[src/hdl/crt_pkg.sv]
// Shared types, codes and constants for the cyclic on/off relay timer.
package crt_pkg;

  localparam int unsigned HOURS_W  = 7;
  localparam int unsigned MINS_W   = 6;
  localparam int unsigned SECS_W   = 6;
  localparam int unsigned LIMIT_W  = 16;
  localparam int unsigned TIME_W   = 32;
  localparam int unsigned COUNT_W  = 16;
  localparam int unsigned FUNC_W   = 2;
  localparam int unsigned MODE_W   = 2;

  // total seconds of one phase, out-of-range fields included (127h 63m 63s)
  localparam int unsigned TOTSEC_W = 19;

  localparam int unsigned SEC_PER_HOUR = 3600;
  localparam int unsigned SEC_PER_MIN  = 60;
  localparam int unsigned MS_PER_SEC   = 1000;

  localparam int unsigned CFG_ADDR_W = 3;
  localparam int unsigned CFG_DATA_W = 16;

  localparam int unsigned IN_TDATA_W  = 72;
  localparam int unsigned OUT_TDATA_W = 56;

  // register indexes on the configuration port
  typedef enum logic [CFG_ADDR_W-1:0] {
    REG_ON_HOURS    = 3'd0,
    REG_ON_MINUTES  = 3'd1,
    REG_ON_SECONDS  = 3'd2,
    REG_OFF_HOURS   = 3'd3,
    REG_OFF_MINUTES = 3'd4,
    REG_OFF_SECONDS = 3'd5,
    REG_CYCLE_LIMIT = 3'd6
  } cfg_reg_t;

  typedef enum logic [FUNC_W-1:0] {
    FUNC_ARM    = 2'd0,
    FUNC_STOP   = 2'd1,
    FUNC_UPDATE = 2'd2,
    FUNC_SHIFT  = 2'd3
  } func_t;

  localparam logic [MODE_W-1:0] MODE_IDLE    = 2'd0;
  localparam logic [MODE_W-1:0] MODE_RUNNING = 2'd1;

  // settings seen by the timing core
  typedef struct packed {
    logic [TIME_W-1:0]  on_ms;
    logic [TIME_W-1:0]  off_ms;
    logic [LIMIT_W-1:0] cycle_limit;
  } crt_cfg_t;

  typedef struct packed {
    logic [TIME_W-1:0] paused_ms;
    logic [MODE_W-1:0] sys_mode;
    logic [TIME_W-1:0] now_ms;
    func_t             func;
  } crt_in_t;

  typedef struct packed {
    logic [TIME_W-1:0]  remaining_ms;
    logic               done_res;
    logic [COUNT_W-1:0] cycles_completed;
    logic               in_off_phase;
    logic               relay_on;
  } crt_res_t;

endpackage

[src/hdl/crt_cfg.sv]
// Configuration registers and phase duration conversion to milliseconds.
module crt_cfg (
  input  logic                           clk,
  input  logic                           rst_n,
  input  logic                           cfg_wr_en,
  input  logic [crt_pkg::CFG_ADDR_W-1:0] cfg_addr,
  input  logic [crt_pkg::CFG_DATA_W-1:0] cfg_wr_data,
  output crt_pkg::crt_cfg_t              cfg
);
  import crt_pkg::*;

  logic [HOURS_W-1:0]  on_h_r,  off_h_r;
  logic [MINS_W-1:0]   on_m_r,  off_m_r;
  logic [SECS_W-1:0]   on_s_r,  off_s_r;
  logic [LIMIT_W-1:0]  limit_r;
  logic [TOTSEC_W-1:0] on_sec_r, off_sec_r, on_sec_nxt, off_sec_nxt;
  logic [TIME_W-1:0]   on_ms_r, off_ms_r, on_ms_nxt, off_ms_nxt;

  always_ff @(posedge clk) begin
    if (!rst_n) begin
      on_h_r  <= '0;
      on_m_r  <= '0;
      on_s_r  <= SECS_W'(1);
      off_h_r <= '0;
      off_m_r <= '0;
      off_s_r <= SECS_W'(1);
      limit_r <= '0;
    end else if (cfg_wr_en) begin
      unique case (cfg_addr)
        REG_ON_HOURS:    on_h_r  <= cfg_wr_data[HOURS_W-1:0];
        REG_ON_MINUTES:  on_m_r  <= cfg_wr_data[MINS_W-1:0];
        REG_ON_SECONDS:  on_s_r  <= cfg_wr_data[SECS_W-1:0];
        REG_OFF_HOURS:   off_h_r <= cfg_wr_data[HOURS_W-1:0];
        REG_OFF_MINUTES: off_m_r <= cfg_wr_data[MINS_W-1:0];
        REG_OFF_SECONDS: off_s_r <= cfg_wr_data[SECS_W-1:0];
        REG_CYCLE_LIMIT: limit_r <= cfg_wr_data[LIMIT_W-1:0];
        default: ;
      endcase
    end
  end

  // two registered steps: h/m/s to seconds, then seconds to ms
  always_comb begin
    on_sec_nxt  = TOTSEC_W'(on_h_r)  * TOTSEC_W'(SEC_PER_HOUR)
                + TOTSEC_W'(on_m_r)  * TOTSEC_W'(SEC_PER_MIN) + TOTSEC_W'(on_s_r);
    off_sec_nxt = TOTSEC_W'(off_h_r) * TOTSEC_W'(SEC_PER_HOUR)
                + TOTSEC_W'(off_m_r) * TOTSEC_W'(SEC_PER_MIN) + TOTSEC_W'(off_s_r);
    on_ms_nxt   = TIME_W'(on_sec_r)  * TIME_W'(MS_PER_SEC);
    off_ms_nxt  = TIME_W'(off_sec_r) * TIME_W'(MS_PER_SEC);
  end

  always_ff @(posedge clk) begin
    if (!rst_n) begin
      on_sec_r  <= TOTSEC_W'(1);
      off_sec_r <= TOTSEC_W'(1);
      on_ms_r   <= TIME_W'(MS_PER_SEC);
      off_ms_r  <= TIME_W'(MS_PER_SEC);
    end else begin
      on_sec_r  <= on_sec_nxt;
      off_sec_r <= off_sec_nxt;
      on_ms_r   <= on_ms_nxt;
      off_ms_r  <= off_ms_nxt;
    end
  end

  assign cfg.on_ms       = on_ms_r;
  assign cfg.off_ms      = off_ms_r;
  assign cfg.cycle_limit = limit_r;

endmodule

[src/hdl/crt_core.sv]
// Phase state of the relay channel and the per-transaction result logic.
module crt_core (
  input  logic              clk,
  input  logic              rst_n,
  input  crt_pkg::crt_cfg_t cfg,
  input  crt_pkg::crt_in_t  item,
  input  logic              fire,
  output crt_pkg::crt_res_t res
);
  import crt_pkg::*;

  logic               off_r,   off_nxt;
  logic [TIME_W-1:0]  start_r, start_nxt;
  logic [TIME_W-1:0]  len_r,   len_nxt;
  logic [COUNT_W-1:0] cnt_r,   cnt_nxt;
  logic               fin_r,   fin_nxt;
  logic               relay_r, relay_nxt;

  logic [TIME_W-1:0]  elapsed_cur, elapsed_rem, shift_amt;
  logic [COUNT_W-1:0] cnt_inc;
  logic               adv, restart;

  always_comb begin
    elapsed_cur = item.now_ms - start_r;
    adv = (item.func == FUNC_UPDATE) && (item.sys_mode == MODE_RUNNING) && !fin_r
          && (elapsed_cur >= len_r);
    cnt_inc = cnt_r + COUNT_W'(1);

    off_nxt   = off_r;
    start_nxt = start_r;
    len_nxt   = len_r;
    cnt_nxt   = cnt_r;
    fin_nxt   = fin_r;
    relay_nxt = relay_r;
    restart   = 1'b0;

    unique case (item.func)
      FUNC_ARM: begin
        off_nxt   = 1'b0;
        start_nxt = item.now_ms;
        len_nxt   = cfg.on_ms;
        cnt_nxt   = '0;
        fin_nxt   = 1'b0;
        relay_nxt = 1'b1;
        restart   = 1'b1;
      end
      FUNC_STOP: begin
        off_nxt   = 1'b0;
        cnt_nxt   = '0;
        fin_nxt   = 1'b0;
        relay_nxt = 1'b0;
      end
      FUNC_UPDATE: begin
        if (adv) begin
          if (!off_r) begin
            off_nxt   = 1'b1;
            len_nxt   = cfg.off_ms;
            start_nxt = item.now_ms;
            relay_nxt = 1'b0;
            restart   = 1'b1;
          end else begin
            cnt_nxt = cnt_inc;
            if ((cfg.cycle_limit != '0) && (cnt_inc >= cfg.cycle_limit)) begin
              // limit reached: stays in OFF phase, relay off
              fin_nxt   = 1'b1;
              relay_nxt = 1'b0;
            end else begin
              off_nxt   = 1'b0;
              len_nxt   = cfg.on_ms;
              start_nxt = item.now_ms;
              relay_nxt = 1'b1;
              restart   = 1'b1;
            end
          end
        end
      end
      FUNC_SHIFT: begin
        start_nxt = start_r + item.paused_ms;
      end
      default: ;
    endcase

    // elapsed against the new start without waiting for start_nxt
    shift_amt   = (item.func == FUNC_SHIFT) ? item.paused_ms : '0;
    elapsed_rem = item.now_ms - start_r - shift_amt;

    res.relay_on         = relay_nxt;
    res.in_off_phase     = off_nxt;
    res.cycles_completed = cnt_nxt;
    res.done_res         = fin_nxt;
    priority if (item.sys_mode == MODE_IDLE) begin
      res.remaining_ms = cfg.on_ms;
    end else if (fin_nxt) begin
      res.remaining_ms = '0;
    end else if (restart) begin
      res.remaining_ms = len_nxt;
    end else if (elapsed_rem >= len_r) begin
      res.remaining_ms = '0;
    end else begin
      res.remaining_ms = len_r - elapsed_rem;
    end
  end

  always_ff @(posedge clk) begin
    if (!rst_n) begin
      off_r   <= 1'b0;
      start_r <= '0;
      len_r   <= '0;
      cnt_r   <= '0;
      fin_r   <= 1'b0;
      relay_r <= 1'b0;
    end else if (fire) begin
      off_r   <= off_nxt;
      start_r <= start_nxt;
      len_r   <= len_nxt;
      cnt_r   <= cnt_nxt;
      fin_r   <= fin_nxt;
      relay_r <= relay_nxt;
    end
  end

endmodule

[src/hdl/cyclic_on_off_relay_timer.sv]
// Top level of the cyclic on/off relay timer: channel registers and handshakes.
//
// Input channel in_*: one transaction per command (arm, stop, update, freeze
// shift) with the current millisecond time, system mode and paused time.
// Output channel out_*: exactly one result transaction per input transaction,
// in order: relay state, phase, cycle count, finished flag, remaining time.
// Configuration: cfg_wr_en writes cfg_wr_data to register cfg_addr (0..6);
// durations are converted to ms via a seconds register and a ms register;
// the user must make writes while the channel is idle, as the block does
// not enforce it. An accepted input is held in the input register, then
// its result in the result register. Throughput: one transaction per
// cycle while out_tready is high, the core state updating with each result.
// Reset (rst_n low, synchronous): both channels empty, relay off, ON phase,
// count zero, registers back to 1 s ON / 1 s OFF and no cycle limit.
// Stall: while out_tready is low the result holds; one more transaction can
// sit in the input register, after which in_tready drops.
module cyclic_on_off_relay_timer (
  input  logic                            clk,
  input  logic                            rst_n,
  // func[1:0], now_ms[33:2], sys_mode[35:34], paused_ms[67:36], zero pad
  input  logic [crt_pkg::IN_TDATA_W-1:0]  in_tdata,
  input  logic                            in_tvalid,
  output logic                            in_tready,
  // relay_on[0], in_off_phase[1], cycles_completed[17:2], done_res[18],
  // remaining_ms[50:19], zero pad
  output logic [crt_pkg::OUT_TDATA_W-1:0] out_tdata,
  output logic                            out_tvalid,
  input  logic                            out_tready,
  input  logic                            cfg_wr_en,
  input  logic [crt_pkg::CFG_ADDR_W-1:0]  cfg_addr,
  input  logic [crt_pkg::CFG_DATA_W-1:0]  cfg_wr_data
);
  import crt_pkg::*;

  localparam int unsigned IN_USED_W  = $bits(crt_in_t);
  localparam int unsigned OUT_USED_W = $bits(crt_res_t);

  crt_cfg_t cfg;
  crt_in_t  in_item_r;
  crt_res_t res, out_res_r;
  logic     in_valid_r, out_valid_r;
  logic     in_fire, adv;

  assign in_fire   = in_tvalid && in_tready;
  assign adv       = in_valid_r && (!out_valid_r || out_tready);
  assign in_tready = !in_valid_r || adv;

  crt_cfg u_cfg (
    .clk         (clk),
    .rst_n       (rst_n),
    .cfg_wr_en   (cfg_wr_en),
    .cfg_addr    (cfg_addr),
    .cfg_wr_data (cfg_wr_data),
    .cfg         (cfg)
  );

  crt_core u_core (
    .clk   (clk),
    .rst_n (rst_n),
    .cfg   (cfg),
    .item  (in_item_r),
    .fire  (adv),
    .res   (res)
  );

  always_ff @(posedge clk) begin
    if (!rst_n) begin
      in_valid_r  <= 1'b0;
      out_valid_r <= 1'b0;
    end else begin
      if (in_fire) begin
        in_valid_r <= 1'b1;
      end else if (adv) begin
        in_valid_r <= 1'b0;
      end
      if (adv) begin
        out_valid_r <= 1'b1;
      end else if (out_tready) begin
        out_valid_r <= 1'b0;
      end
    end
  end

  always_ff @(posedge clk) begin
    if (in_fire) begin
      in_item_r <= crt_in_t'(in_tdata[IN_USED_W-1:0]);
    end
    if (adv) begin
      out_res_r <= res;
    end
  end

  assign out_tvalid = out_valid_r;
  assign out_tdata  = {(OUT_TDATA_W - OUT_USED_W)'(0), out_res_r};

endmodule

[config.mk]
export PLATFORM = sky130hd
export DESIGN_NAME = cyclic_on_off_relay_timer
export DESIGN_NICKNAME = d
export VERILOG_FILES = /design/src/hdl/crt_pkg.sv /design/src/hdl/crt_cfg.sv /design/src/hdl/crt_core.sv /design/src/hdl/cyclic_on_off_relay_timer.sv
export SDC_FILE = /design/constraint.sdc
export NUM_CORES = 2
export LEC_CHECK = 0
export ABC_AREA = 0
export ABC_CLOCK_PERIOD_IN_PS = 7970
export BUFFER_PORTS_ARGS = -buffer_cell sky130_fd_sc_hd__buf_4
export CELL_PAD_IN_SITES_DETAIL_PLACEMENT = 1
export CELL_PAD_IN_SITES_GLOBAL_PLACEMENT = 1
export CORE_ASPECT_RATIO = 0.6
export CORE_MARGIN = 5
export CORE_UTILIZATION = 43
export DETAILED_ROUTE_END_ITERATION = 10
export HOLD_SLACK_MARGIN = 0.03
export PLACE_DENSITY_LB_ADDON = 0.1
export SLEW_MARGIN = 10
export SYNTH_ARGS = -nofsm -noshare
export SYNTH_HDL_FRONTEND = slang
export SYNTH_SLANG_ARGS = --single-unit
[constraint.sdc]
create_clock -name clk -period 7.97 [get_ports clk]
set_clock_uncertainty 0.1 [all_clocks]
set_input_delay 1.594 -clock clk [delete_from_list [all_inputs] [get_ports clk]]
set_output_delay 1.594 -clock clk [all_outputs]
set_load 0.1 [all_outputs]
Yosys cells after proc, flatten, opt, wreduce, memory -nomap -nowiden
Cells that the tools add are included.
{ "op_classes": {"magnitude_cmp": 3, "n_reduce_logical": 27, "eq_ne": 12, "n_mul": 6, "add_sub_neg": 9, "n_mux": 35} }
{ "op_table": {"columns": ["op", "n"], "rows": [
  ["32-bit 2-to-1 mux", 11],
  ["32-bit case mux with 3 select lines", 1],
  ["32-bit subtractor", 3],
  ["32-bit greater-or-equal comparator", 2],
  ["32-bit case mux with 2 select lines", 1],
  ["19-bit by 7-bit multiplier with 26-bit output, second input constant", 2],
  ["19-bit by 12-bit adder with 19-bit output", 2],
  ["19-bit by 6-bit adder with 19-bit output", 2],
  ["32-bit adder", 1],
  ["16-bit 2-to-1 mux", 2],
  ["16-bit case mux with 2 select lines", 1],
  ["7-bit by 8-bit multiplier with 15-bit output, second input constant", 2],
  ["6-bit by 4-bit multiplier with 10-bit output, second input constant", 2],
  ["16-bit by 1-bit adder with 16-bit output, second input constant", 1],
  ["16-bit greater-or-equal comparator", 1],
  ["16-bit nonzero test", 1],
  ["1-bit 2-to-1 mux", 15],
  ["2-bit AND reduction", 7],
  ["3-bit equality test, second input constant", 3],
  ["3-bit by 2-bit equality test with 1-bit output, second input constant", 2],
  ["1-bit logical AND", 6],
  ["1-bit case mux with 2 select lines", 3],
  ["2-bit by 1-bit equality test with 1-bit output, second input constant", 2],
  ["2-bit equality test, second input constant", 2],
  ["12 further kinds", 17]
]} }
{ "totals": {"wordCells": 122, "out_inout_bits": 58, "in_bits": 96, "ff_bits": 360} }

Logic depth before layout (Yosys ltp)
{ "logic_depth": {"depth_word": 10, "ltp_mapped": 36, "ltp_nobuf": 35} }

By module
Synthesis repeated with hierarchy kept, for this count alone.
{ "unflattened": {"hier_cells": 3522, "area_unflattened_um2": 31257.5} }
{ "modules_own_cells": {"columns": ["mod", "cells_per_inst", "area_each_um2", "seq_area_each_um2", "n_inst"], "rows": [
  ["crt_cfg", 1557, 14665.3, 2882.8, 1],
  ["crt_core", 1831, 12873.6, 1661.6, 1],
  ["cyclic_on_off_relay_timer", 134, 3718.6, 3613.5, 1]
]} }

Least setup slack after synthesis
Ideal clock, no wire load.
{ "synth_timing": {"path_type": "reg-to-reg", "startpoint": "register in_item_r[2] (netlist name)", "endpoint": "register out_res_r (netlist bit out_tdata[45]), data pin", "arrival_time_ns": 6.840, "required_ns": 7.592, "n_path_buf": 1, "setup_ns": 0.278, "setup_slack_ns": 0.752, "path_stages_with_launch": 35, "period_less_slack_ns": 7.218, "cell_sequence": "edfxtp_1 inv_1 ha_1 inv_1 fa_1 a21o_1 a21oi_1 o21bai_1 o31a_1 o21ai_1 nor2_1 o21a_1 o21a_1 o41a_1 xor2_1 ha_1 and3_1 a221oi_1 o21ai_0 a21o_1 a31oi_2 o21ai_2 a41oi_1 o21ai_0 xor2_1 xnor3_1 ha_1 nand4_1 or3_1 nor4_1 a211oi_1 o211a_1 o21ai_0 buf_2 o221ai_1"} }
{ "synth_rtl": {"columns": ["element", "line_no", "text"], "rows": [
  ["start: declaration", "cyclic_on_off_relay_timer.sv:39", "crt_in_t in_item_r;"],
  ["start signal: assignment", "cyclic_on_off_relay_timer.sv:86", "in_item_r <= crt_in_t'(in_tdata[IN_USED_W-1:0]);"],
  ["end signal: assignment", "cyclic_on_off_relay_timer.sv:89", "out_res_r <= res;"],
  ["end: declaration", "cyclic_on_off_relay_timer.sv:40", "crt_res_t res, out_res_r;"]
]} }

==> impl_metrics.env <==
export IMPL_clock_latency_ps=590
export IMPL_slew_headroom_pct=23.9
export IMPL_synth_area_leaders="ha_1 (17%), dfxtp_1 (15%), edfxtp_1 (12%)"
export IMPL_die_area_um2=75500
export IMPL_status="complete, no violations"
export IMPL_ys_types=85
export IMPL_synthArstFlopShare_pct=0
export IMPL_grt_pass1_vias=26700
export IMPL_cp_num_buf_inv=5
export IMPL_synth_top_area_share_pct=17.5
export IMPL_root_buffer="clkbuf_16"
export IMPL_crit_type="flop to flop"
export IMPL_finalCritPeriodShare_pct=96.5
export IMPL_cp_num_cells=35
export IMPL_grt_antenna_before_repair=1
export IMPL_setup_viol=0
export IMPL_crit_arrival_ps=8000
export IMPL_final_hold_viol_count=0
export IMPL_synth_warnings=0
export IMPL_crit_start="in_item_r[2]"
export IMPL_cp_start_kind="flop"
export IMPL_cts_sinks=348
export IMPL_vias=25100
export IMPL_yosysTopAreaCell="ha_1"
export IMPL_ys_ff_latch=348
export IMPL_dp_hpwl_mm=72.0
export IMPL_synth_ff_type="dfxtp_1"
export IMPL_hold_path_class="flop to flop"
export IMPL_ys_seq_area_share_pct=27.1
export IMPL_finalPower_mw=6.48
export IMPL_power_per_cell_area_nw_per_um2=192
export IMPL_clkTransAtPathRegs_ps=70
export IMPL_num_rows=75
export IMPL_leakagePower_nw=15.6
export IMPL_cts_max_level=2
export IMPL_multi_input_area_um2=20600
export IMPL_placeableCoreArea_um2=69600
export IMPL_start_util_pct=43.2
export IMPL_io_buffers=144
export IMPL_syn_area_per_cell_um2=9.08
export IMPL_fin_crit_ps=7690
export IMPL_cts_buffer_depth=3
export IMPL_nets=4142
export IMPL_drive_above_1_share_pct=9.03
export IMPL_cp_required_ps=8270
export IMPL_cp_top_family="compound AO/OA/AOI/OAI gates"
export IMPL_die_w_um=351
export IMPL_routed_wirelength_mm=91.8
export IMPL_overflow=0
export IMPL_dr_pass1_iters=5
export IMPL_drtAntennaViolNets=0
export IMPL_irDropWorstVdd_v=0.000164
export IMPL_syn_inst=3313
export IMPL_cpMaxStageDelayCell="or3_4"
export IMPL_worstMarginPinSlew_ps=1140
export IMPL_max_freq_ghz=0.130
export IMPL_die_height_um=215
export IMPL_r2r_slack_ps=280
export IMPL_layout_commonest_cell="ha_1"
export IMPL_track_usage_pct=24.2
export IMPL_drt_first_iter_violations=1509
export IMPL_crit_path_frequent_cell="a21o_1"
export IMPL_crit_path_max_incr_delay_ps=460
export IMPL_io_pin_count=154
export IMPL_syn_area_um2=30100
export IMPL_cap_violations=0
export IMPL_numCtsBuffers=40
export IMPL_r2r_start="in_item_r[2]"
export IMPL_worstRegToRegCells=35
export IMPL_area_delta_synth_final_pct=12.5
export IMPL_setup_tns_ps=0
export IMPL_routed_via_density=5.68
export IMPL_layout_common_cells="ha_1 (416), inv_1 (298), a21oi_1 (295)"
export IMPL_drc=0
export IMPL_endpoint_kind="flop"
export IMPL_nFillCells=8067
export IMPL_crit_path_max_fanout=7
export IMPL_diodes=0
export IMPL_grt_start_max_net_pins=112
export IMPL_slew_violations=0
export IMPL_reg2reg_to="out_tdata[40]"
export IMPL_detail_route_wl_per_cell_um=20.8
export IMPL_hold_slack_ps=354
export IMPL_synth_edf_count=119
export IMPL_worstSetupEndpoint="out_tdata[40]"
export IMPL_grt_pass1_wl_mm=148
export IMPL_place_congestion=0.919
export IMPL_seqCellArea_um2=8160
export IMPL_cts_tree="built"
-- sequential cells by signal (all words and copies together), names as in the netlist, 7 cells and up --
signal           flops
out_tdata           51
u_cfg.limit_r       16
u_cfg.on_sec_r      19
u_core.len_r        32
u_cfg.on_h_r         7
u_cfg.off_h_r        7
u_core.cnt_r        16
u_cfg.on_ms_r       26
u_cfg.off_sec_r     19
u_core.start_r      32
in_item_r           68
u_cfg.off_ms_r      26
-- cells in the mapped netlist (6+ instances only) --
cell type and count:
a2111oi_0 8, a211o_1 8, a211oi_1 46, a21boi_0 7, a21o_1 95, a21oi_1 296
a221o_1 6, a22o_1 8, a311oi_1 7, a31oi_1 24, a32oi_1 6, and2_1 27
and3_1 41, buf_1 8, buf_2 18, clkbuf_1 73, dfxtp_1 229, edfxtp_1 119
fa_1 170, ha_1 420, inv_1 301, mux2i_1 41, nand2_1 233, nand2b_1 50
nand3_1 79, nand3b_1 6, nand4_1 23, nor2_1 262, nor2b_1 34, nor3_1 43
nor3b_1 10, nor4_1 15, o211ai_1 22, o21a_1 23, o21ai_0 178, o21ai_1 8
o21bai_1 30, o22ai_1 6, o31a_1 7, o31ai_1 11, or3_1 15, xnor2_1 124
xor2_1 85
-- final cells by class --
class | count | area share [%]
Inverter | 302 | 3.37
Clock buffer | 57 | 3.30
Sequential cell | 348 | 24.1
Clock inverter | 17 | 0.503
Tap cell | 924 | 3.42
Timing Repair Buffer | 202 | 4.56
Multi-Input combinational cell | 2562 | 60.7
-- routing by layer --
metal	global-route usage, %	part of all wire (%)	vias up
met4	4.61	1.7	0
met5	0	0	-
li1	-	-	11900
met3	4.24	5.8	95
met2	36.5	42	538
met1	36.7	50	12500
-- kinds of logic after synthesis --
| logic type | Yosys count | synth area share, % |
|---|---|---|
| fa+ha+maj | 590 | 28.8 |
| compound gates | 853 | 17.8 |
| other cells | 1 | 0.0125 |
| flops | 348 | 27.1 |
| buf+inv | 407 | 5.22 |
| mux | 42 | 1.40 |
| simple gates | 862 | 13.5 |
| xor+xnor | 210 | 6.16 |
-- how the worst min path moves through the flow --
stage	from	end	slack, ps	cells past startpoint
2_1_floorplan	u_cfg.on_s_r[0]	u_cfg.on_sec_r[0]	310	1
3_3_place_gp	u_cfg.on_s_r[0]	u_cfg.on_sec_r[0]	340	1
3_5_place_dp	u_cfg.on_s_r[0]	u_cfg.on_sec_r[0]	340	1
4_1_cts	u_cfg.off_s_r[0]	u_cfg.off_sec_r[0]	360	1
5_1_grt	u_cfg.off_s_r[0]	u_cfg.off_sec_r[0]	380	1
6_report	u_cfg.on_s_r[0]	u_cfg.on_sec_r[0]	350	1
-- per-stage QoR --
step | std cells | util (%) | instance area (um^2) | worst slack [ps]
final | 4412 | 48.6 | 33800 | 278
after floorplan | 3317 | - | 30100 | 752
after global placement | 4332 | 46.4 | 32300 | -83.3
after detailed placement | 4332 | 46.4 | 32300 | -242
after global routing | 4412 | 48.6 | 33800 | -65.2
after CTS | 4407 | 48.3 | 33700 | 21.3
-- report_power, final --
group / switching [mW] / internal [mW] / total (mW)
sequential: 0.113 / 1.95 / 2.06
clock: 0.821 / 1.08 / 1.90
combinational: 1.53 / 0.994 / 2.52
-- what timing repair did --
action | 4_1_cts | 5_1_grt
buffers inserted | 1 | 5
hold buffers | 0 | 0
pin swaps | 4 | 17
resized for setup | 10 | 24
setup endpoints to repair | 32 | 32
-- worst register-to-register path: cells and delay by family (launching register included) --
kind	cells	cell delay, ps
and+or+nand+nor	3	690
AOI/OAI and AO/OA	20	4000
adders and majority gates	4	1070
DFF	1	390
buffers and inverters	5	630
xor gates and xnor gates	3	640
Note: power is estimated with default switching activity, not from simulation.
